<file path="config.mk">
export PLATFORM = sky130hd
export DESIGN_NAME = serial_frame_deframer_core
export DESIGN_NICKNAME = d
export VERILOG_FILES = /design/src/design/sfd_pkg.sv /design/src/design/sfd_parser.sv /design/src/design/serial_frame_deframer_core.sv
export SDC_FILE = /design/constraint.sdc
export NUM_CORES = 1
export LEC_CHECK = 0
export ABC_AREA = 0
export BUFFER_PORTS_ARGS = -buffer_cell sky130_fd_sc_hd__buf_2
export CAP_MARGIN = 20
export CORE_MARGIN = 5
export CORE_UTILIZATION = 30
export CTS_BUF_LIST = sky130_fd_sc_hd__clkbuf_16
export DETAILED_ROUTE_END_ITERATION = 10
export PLACE_DENSITY = 0.47
export SLEW_MARGIN = 0
export SYNTH_ARGS = -nofsm -noshare
export SYNTH_HDL_FRONTEND = slang
export SYNTH_SLANG_ARGS = --single-unit
export TNS_END_PERCENT = 30
</file>
<file path="constraint.sdc">
create_clock -name aclk -period 3.5 [get_ports aclk]
set_input_delay 0.35 -clock aclk [delete_from_list [all_inputs] [get_ports aclk]]
set_output_delay 0.35 -clock aclk [all_outputs]
set_load 0.01 [all_outputs]
</file>
<file path="src/design/sfd_pkg.sv">
// Shared types and constants for the serial frame deframer.
`timescale 1ns / 1ps

package sfd_pkg;

    localparam int unsigned BYTE_W       = 8;
    localparam int unsigned CHECKSUM_W   = 16;
    localparam int unsigned CFG_ADDR_W   = 1;

    localparam logic [BYTE_W-1:0] START_MARKER_RESET = 8'hAA;
    localparam logic [BYTE_W-1:0] MAX_LEN_RESET      = 8'd128;

    typedef enum logic [CFG_ADDR_W-1:0] {
        CFG_START_MARKER = 1'b0,
        CFG_MAX_LEN      = 1'b1
    } cfg_index_t;

    typedef enum logic [2:0] {
        PH_START  = 3'd0,
        PH_ID     = 3'd1,
        PH_LEN    = 3'd2,
        PH_PAY    = 3'd3,
        PH_CK_HI  = 3'd4,
        PH_CK_LO  = 3'd5
    } phase_t;

    typedef enum logic [1:0] {
        ST_BUSY      = 2'd0,
        ST_BAD_START = 2'd1,
        ST_TOO_LONG  = 2'd2,
        ST_DONE      = 2'd3
    } status_t;

    typedef enum logic [2:0] {
        ROLE_START  = 3'd0,
        ROLE_ID     = 3'd1,
        ROLE_LEN    = 3'd2,
        ROLE_PAY    = 3'd3,
        ROLE_CK_HI  = 3'd4,
        ROLE_CK_LO  = 3'd5
    } role_t;

    typedef struct packed {
        logic [CHECKSUM_W-1:0] checksum_value;
        logic [BYTE_W-1:0]     frame_length;
        logic [BYTE_W-1:0]     msg_id;
        logic [BYTE_W-1:0]     payload_index;
        logic [BYTE_W-1:0]     payload_byte;
        role_t                 byte_role;
        status_t               status;
    } result_t;

    typedef struct packed {
        logic [BYTE_W-1:0] start_marker;
        logic [BYTE_W-1:0] max_payload_len;
    } cfg_t;

endpackage

</file>
<file path="src/design/sfd_parser.sv">
// Frame parsing state machine: phase, counters and the result of one byte.
`timescale 1ns / 1ps

module sfd_parser (
    input  logic                        aclk,
    input  logic                        aresetn,
    input  logic                        step,
    input  logic [sfd_pkg::BYTE_W-1:0]  rx_byte,
    input  sfd_pkg::cfg_t               cfg,
    output sfd_pkg::result_t            result
);

    sfd_pkg::phase_t             phase_reg, phase_next;
    logic [sfd_pkg::BYTE_W-1:0]  pos_reg, pos_next;
    logic [sfd_pkg::BYTE_W-1:0]  id_reg, id_next;
    logic [sfd_pkg::BYTE_W-1:0]  len_reg, len_next;
    logic [sfd_pkg::BYTE_W-1:0]  ck_hi_reg, ck_hi_next;
    logic [sfd_pkg::BYTE_W-1:0]  pos_inc;

    assign pos_inc = pos_reg + 8'd1;

    always_ff @(posedge aclk) begin
        if (!aresetn) begin
            phase_reg <= sfd_pkg::PH_START;
            pos_reg   <= '0;
            id_reg    <= '0;
            len_reg   <= '0;
            ck_hi_reg <= '0;
        end else if (step) begin
            phase_reg <= phase_next;
            pos_reg   <= pos_next;
            id_reg    <= id_next;
            len_reg   <= len_next;
            ck_hi_reg <= ck_hi_next;
        end
    end

    // Next-state logic.
    always_comb begin
        phase_next = phase_reg;
        pos_next   = pos_reg;
        id_next    = id_reg;
        len_next   = len_reg;
        ck_hi_next = ck_hi_reg;
        case (phase_reg)
            sfd_pkg::PH_ID: begin
                id_next    = rx_byte;
                phase_next = sfd_pkg::PH_LEN;
            end
            sfd_pkg::PH_LEN: begin
                len_next = rx_byte;
                pos_next = '0;
                if (rx_byte > cfg.max_payload_len) begin
                    phase_next = sfd_pkg::PH_START;
                end else if (rx_byte == '0) begin
                    phase_next = sfd_pkg::PH_CK_HI;
                end else begin
                    phase_next = sfd_pkg::PH_PAY;
                end
            end
            sfd_pkg::PH_PAY: begin
                pos_next = pos_inc;
                if (pos_inc >= len_reg) begin
                    phase_next = sfd_pkg::PH_CK_HI;
                end
            end
            sfd_pkg::PH_CK_HI: begin
                ck_hi_next = rx_byte;
                phase_next = sfd_pkg::PH_CK_LO;
            end
            sfd_pkg::PH_CK_LO: begin
                phase_next = sfd_pkg::PH_START;
            end
            default: begin
                if (rx_byte == cfg.start_marker) begin
                    phase_next = sfd_pkg::PH_ID;
                end else begin
                    phase_next = sfd_pkg::PH_START;
                end
            end
        endcase
    end

    // Output logic; the id and length fields report the values after this byte.
    always_comb begin
        result                = '0;
        result.status         = sfd_pkg::ST_BUSY;
        result.byte_role      = sfd_pkg::ROLE_START;
        result.msg_id         = id_next;
        result.frame_length   = len_next;
        case (phase_reg)
            sfd_pkg::PH_ID: begin
                result.byte_role = sfd_pkg::ROLE_ID;
            end
            sfd_pkg::PH_LEN: begin
                result.byte_role = sfd_pkg::ROLE_LEN;
                if (rx_byte > cfg.max_payload_len) begin
                    result.status = sfd_pkg::ST_TOO_LONG;
                end
            end
            sfd_pkg::PH_PAY: begin
                result.byte_role     = sfd_pkg::ROLE_PAY;
                result.payload_byte  = rx_byte;
                result.payload_index = pos_reg;
            end
            sfd_pkg::PH_CK_HI: begin
                result.byte_role = sfd_pkg::ROLE_CK_HI;
            end
            sfd_pkg::PH_CK_LO: begin
                result.byte_role      = sfd_pkg::ROLE_CK_LO;
                result.status         = sfd_pkg::ST_DONE;
                result.checksum_value = {ck_hi_reg, rx_byte};
            end
            default: begin
                if (rx_byte != cfg.start_marker) begin
                    result.status = sfd_pkg::ST_BAD_START;
                end
            end
        endcase
    end

endmodule

</file>
<file path="src/design/serial_frame_deframer_core.sv">
// Top level of the serial frame deframer: input register, parser, result register.
`timescale 1ns / 1ps

// Usage:
// Received bytes enter as beats on the s_ channel, one byte in s_tdata. Every
// byte produces exactly one result beat on the m_ channel, in order. The
// result beat carries the status and the byte role in m_tuser and the payload
// byte, payload index, message id, frame length and checksum in m_tdata.
// A byte accepted into the input register is parsed from there by the
// combinational parser, and its result is captured in the result register,
// which drives m_tvalid. One byte per cycle is sustained while m_tready
// stays high; the only loop is the parser state update.
// When the receiver holds m_tready low, the result register holds its beat
// and the input register can still take one more byte; after that s_tready
// falls until the result beat is taken.
// The configuration port writes the start marker and the payload length
// limit; writes are meant to happen while no beats are in flight.
// Reset (aresetn low, synchronous) empties both registers, returns the parser
// to waiting for a start byte and restores the register defaults.

module serial_frame_deframer_core (
    input  logic                                aclk,
    input  logic                                aresetn,
    input  logic                                cfg_wr_en,
    input  logic [sfd_pkg::CFG_ADDR_W-1:0]      cfg_addr,
    input  logic [sfd_pkg::BYTE_W-1:0]          cfg_wr_data,
    input  logic                                s_tvalid,
    output logic                                s_tready,
    input  logic [7:0]                          s_tdata,   // [7:0] rx_byte
    output logic                                m_tvalid,
    input  logic                                m_tready,
    // [7:0] payload_byte, [15:8] payload_index, [23:16] msg_id,
    // [31:24] frame_length, [47:32] checksum_value
    output logic [47:0]                         m_tdata,
    output logic [4:0]                          m_tuser    // [1:0] status, [4:2] byte_role
);

    sfd_pkg::cfg_t               cfg_reg;
    logic                        in_valid_reg;
    logic [sfd_pkg::BYTE_W-1:0]  in_byte_reg;
    logic                        out_valid_reg;
    sfd_pkg::result_t            out_reg;
    sfd_pkg::result_t            result;
    logic                        out_ready;
    logic                        advance;

    assign out_ready = !out_valid_reg || m_tready;
    assign advance   = in_valid_reg && out_ready;
    assign s_tready  = !in_valid_reg || out_ready;

    always_ff @(posedge aclk) begin
        if (!aresetn) begin
            cfg_reg.start_marker    <= sfd_pkg::START_MARKER_RESET;
            cfg_reg.max_payload_len <= sfd_pkg::MAX_LEN_RESET;
        end else if (cfg_wr_en) begin
            case (sfd_pkg::cfg_index_t'(cfg_addr))
                sfd_pkg::CFG_START_MARKER: cfg_reg.start_marker    <= cfg_wr_data;
                sfd_pkg::CFG_MAX_LEN:      cfg_reg.max_payload_len <= cfg_wr_data;
                default: begin
                end
            endcase
        end
    end

    always_ff @(posedge aclk) begin
        if (!aresetn) begin
            in_valid_reg <= 1'b0;
        end else if (s_tready) begin
            in_valid_reg <= s_tvalid;
        end
    end

    always_ff @(posedge aclk) begin
        if (s_tvalid && s_tready) begin
            in_byte_reg <= s_tdata;
        end
    end

    sfd_parser u_parser (
        .aclk    (aclk),
        .aresetn (aresetn),
        .step    (advance),
        .rx_byte (in_byte_reg),
        .cfg     (cfg_reg),
        .result  (result)
    );

    always_ff @(posedge aclk) begin
        if (!aresetn) begin
            out_valid_reg <= 1'b0;
        end else if (out_ready) begin
            out_valid_reg <= in_valid_reg;
        end
    end

    always_ff @(posedge aclk) begin
        if (advance) begin
            out_reg <= result;
        end
    end

    assign m_tvalid = out_valid_reg;
    assign m_tuser  = {out_reg.byte_role, out_reg.status};
    assign m_tdata  = {out_reg.checksum_value, out_reg.frame_length, out_reg.msg_id,
                       out_reg.payload_index, out_reg.payload_byte};

    // A completed frame is always reported on its low checksum byte.
    assert property (@(posedge aclk) disable iff (!aresetn)
        m_tvalid && out_reg.status == sfd_pkg::ST_DONE
        |-> out_reg.byte_role == sfd_pkg::ROLE_CK_LO)
        else $error("frame complete reported on a byte other than checksum low");

    // A bad start byte can only be seen while waiting for a start.
    assert property (@(posedge aclk) disable iff (!aresetn)
        m_tvalid && out_reg.status == sfd_pkg::ST_BAD_START
        |-> out_reg.byte_role == sfd_pkg::ROLE_START)
        else $error("bad start status on a byte that is not a start candidate");

    // Only payload beats carry payload data or an index.
    assert property (@(posedge aclk) disable iff (!aresetn)
        m_tvalid && out_reg.byte_role != sfd_pkg::ROLE_PAY
        |-> out_reg.payload_byte == '0 && out_reg.payload_index == '0)
        else $error("payload fields set on a non-payload beat");

    // The checksum is zero unless the frame completes.
    assert property (@(posedge aclk) disable iff (!aresetn)
        m_tvalid && out_reg.status != sfd_pkg::ST_DONE
        |-> out_reg.checksum_value == '0)
        else $error("checksum reported before frame completion");

    // Nothing comes out in the cycle after reset.
    assert property (@(posedge aclk)
        !aresetn |=> !m_tvalid)
        else $error("result beat valid right after reset");

endmodule
</file>
==> summary by stage <==
Clock network
Once the clock tree was built, the resizer swapped 0 gates to a different size. The CTS buffer count is 17. TritonCTS built the clock tree.

The tree is rooted in a clkbuf_16. The number of buffers added for setup after CTS is 0. The clock net in this run drives a total of between 100 and 150 sinks. The maximum clock path buffer count is 2. The clock transition at the register clock pins on the worst setup and hold paths after CTS is around 0.06 ns. The number of levels the H-tree was split into is 4. The source-to-sink clock delay at the later pin of the worst-skew pair is between 0.4 and 0.5 ns. The cts-stage hold buffer count is 0.

Worst setup path
The arrival time at the worst endpoint is around 2.9 ns. The largest single stage delay on the critical path is 0.44 ns. The critical path contains buffers and inverters numbering 0 combined. The length in cells of the worst reg-to-reg path is 9. The worst flop-to-flop path endpoint is u_parser.phase_reg[2]. Counting stages on the worst path, the most repeated cell is ha_1. The cell type group with the largest total delay on the critical path is compound AO/OA/AOI/OAI gates.

In this run the worst path has a maximum fanout of 6. The startpoint of the worst-slack reg-to-reg timing path is u_parser.pos_reg[0]. Walking the worst path, the cells encountered are ha_1, nand3_1, nor2_1, xor2_1, ha_1, a2111oi_4, o311ai_1, and3_1, a32o_1. The category of the worst setup path capture point is a flop.

The critical path's slowest cell is dfxtp_1. The critical path is of the flop to flop type. The launching element type of the critical path is a flop. The most critical setup path has its startpoint at u_parser.pos_reg[0].

The setup slack of the most critical reg-to-reg path is around 0.95 ns. Data on the critical path is required at its endpoint by roughly 3.8 ns.

Route
The detail route stage leaves a number of antenna-violating nets equal to 0. The per-cell via count in the routed design is between 4 and 5. The first detailed-routing pass ran for 4 iterations.

The total wire length is roughly 12000 µm. For this block, the via count after detailed routing is between 3000 and 4000. The violation count after the first detailed-routing iteration is 160. After detailed routing, the number of remaining DRC violations is 0. After detailed routing, the average wire length per cell comes to around 16 µm.

Finish
The flip-flop count of the largest register, all copies and words added is 48. After filler insertion, the fill cell instance count of the layout stands at 1670. In the final layout, the multi-input gates occupy just under 2000 µm². The library cell used most frequently in the layout, excluding fill and tap cells, is buf_2. Cells with a size suffix above 1 make up 23.0% of the layout.

0 antenna diodes ended up in the layout. The layout overhead on the synthesized area is 21.9%. The count of non-filler cells in the finished layout is 760. In the layout the commonest cells are buf_2 (76), edfxtp_1 (61), nand2_1 (57), dfxtp_1 (53), and3_1 (33). In the final layout, flip-flops and latches occupy ~2900 µm². The final net count is between 500 and 600.

Timing
Setup repair after global routing left no endpoint under its margin. Setup violations remaining at the end of the flow were counted as 0. Headroom to the max-slew limit came out at around two fifths.

The worst path uses roughly 73% of the clock period. The total negative slack for setup checks is 0 ns. The clock period minus final worst setup slack is 2.55 ns. The maximum frequency from static timing analysis is 392 MHz.

For the final database, setup skew stands at slightly above 0.01 ns. At the pin with the least slew margin, the transition time is 0.890 ns. The final number of hold-violating endpoints is 0. The max-slew violation count is 0.

Synthesis
Sequential cells were found to cover a little under three fifths of the synthesized design area. The cell count after synthesis is 456. The post-synthesis async set-or-reset flop share is 0%. The netlist uses 44 different library cells. The share of synthesized area in the top cell type comes to between 30% and 40%. The cell taking the most area after synthesis is edfxtp_1. The average cell area after synthesis is approximately 11 µm². The total of flip-flops plus latches after synthesis is between 100 and 150. The number of synthesized flops with an enable pin is 61. During synthesis, Yosys emitted a total of 0 warnings. The mapped netlist covers around 5000 µm². For this run, the leading register cell type out of synthesis is edfxtp_1. The number of nets handed over by synthesis was slightly below 500. Ranked by total cell area, the synthesized netlist is headed by edfxtp_1 (36%), dfxtp_1 (21%), a21boi_0 (4.6%), nand2_1 (4.2%), ha_1 (4.2%).

Power and ir drop
The switching share of power is 23.8%. In this run the power spent charging and discharging nets is 0.776 mW. The power share of the combinational group is about 7.4%. Sequential cells burn ~46% of the power. Power spread over the standard cell area amounts to roughly 530 nW/µm².

For this design the static power due to leakage is around 2.6 nW. The highest ir drop seen on vdd is between 0.3 and 0.4 mV. The internal power of the cells is 2.48 mW. The clock network power share is about 46%.

Place
After detailed placement, the design holds a cell count of about 730. The number of buffers inserted by port buffering is between 70 and 80. Routability-driven placement finished with a final weighted congestion of about 0.8. The HPWL after detailed placement is between 8000 and 9000 µm.

Global routing
The remaining global-route overflow is 0. Entering global routing, the biggest net connects between 50 and 60 pins. The total track usage is 12.8%. The number of global-route vias before repair is 3602. The initial antenna violation count came to 0. The wire length of the first global-routing pass is between 15000 and 20000 µm.

Floorplanning
The top-level port count is 77. The die height is ~140 µm. The width of the die is ~140 µm.

The initial utilization of the core area, before any placement, comes to 30.5%. The floorplan has 47 rows. The floorplan step defined a die boundary enclosing between 15000 and 20000 µm².

The area of the core is between 15000 and 20000 µm².

Hold path
The start point of the worst min-delay path is s_tdata[5]. The capture endpoint of the worst hold path is in_byte_reg[5]. The class of the tightest hold or removal check is input port to flop. The hold-critical path depth is 1.

Flow run
The number of max-capacitance violations reported is 0.

Status
The flow ran to the end, and the final reports show no timing, DRC or antenna violations.
routing by layer:
layer	global-route usage, %	routed length, µm	share of wire, %
met5	0	0	0
met4	5.46	231	1.9
met3	3.81	614	5.1
met2	20.4	5600	46
met1	16.3	5640	47
cell type report:
| class | instances | share of cell area (%) |
|---|---|---|
| multi-input combinational | 296 | 32.2 |
| clock inverter | 14 | 1.20 |
| inverter | 18 | 1.10 |
| clock buffer | 18 | 7.30 |
| timing repair buffer | 80 | 6.86 |
| tap | 220 | 4.46 |
| sequential | 114 | 46.9 |
cell families after synthesis:
family,synth area share (%)
adders and majority gates,4.20
AOI/OAI and AO/OA,12.5
buffers and inverters,3.59
muxes,3.59
xor gates and xnor gates,2.42
DFF,57.2
and+or+nand+nor,16.5
per-stage QoR:
stage	utilization, %	hold slack (ns)	worst slack [ns]	total power, mW	cell area [µm²]
after CTS	37.2	0.0936	0.950	3.29	6170
final	37.2	0.108	0.952	3.26	6170
after detailed placement	34.0	0.463	0.965	1.78	5640
after global routing	37.2	0.0938	0.757	3.40	6170
after global placement	34.0	0.461	1.04	1.78	5640
after floorplan	-	0.441	0.683	1.68	5060
worst max path at each step:
stage	endpoint	cells after the start	slack, ns
after global placement	u_parser.phase_reg[2]	8	1.04
final	u_parser.phase_reg[2]	9	0.95
after detailed placement	u_parser.phase_reg[2]	8	0.96
after floorplan	m_tdata[0]	4	0.68
after global routing	u_parser.phase_reg[2]	8	0.76
after CTS	u_parser.phase_reg[2]	9	0.95
cells in the mapped netlist (all sizes together) (2+ instances only):
library cell   n
o311a          7
dfxtp         53
xor2          12
and3          33
inv           18
nand3         19
o21ai         28
buf            5
a21o           3
ha            17
nor3           6
edfxtp        61
nand2b         6
a2111oi        2
a21boi        31
nand3b         2
mux2i          8
o211ai         3
nand4          2
and2           4
nor4           5
xnor2          2
a21oi          9
nor2           6
nor2b         14
mux2           9
nand2         57
clkbuf        23
o21a           2
power by group through the flow:
stage	logic [mW]	registers [mW]	clock network [mW]
floorplan	0.150	1.53	0
global placement	0.241	1.54	0
detailed placement	0.245	1.54	0
CTS	0.246	1.51	1.54
global route	0.269	1.52	1.61
finish	0.242	1.51	1.51
Note: power is estimated with default switching activity, not from simulation.
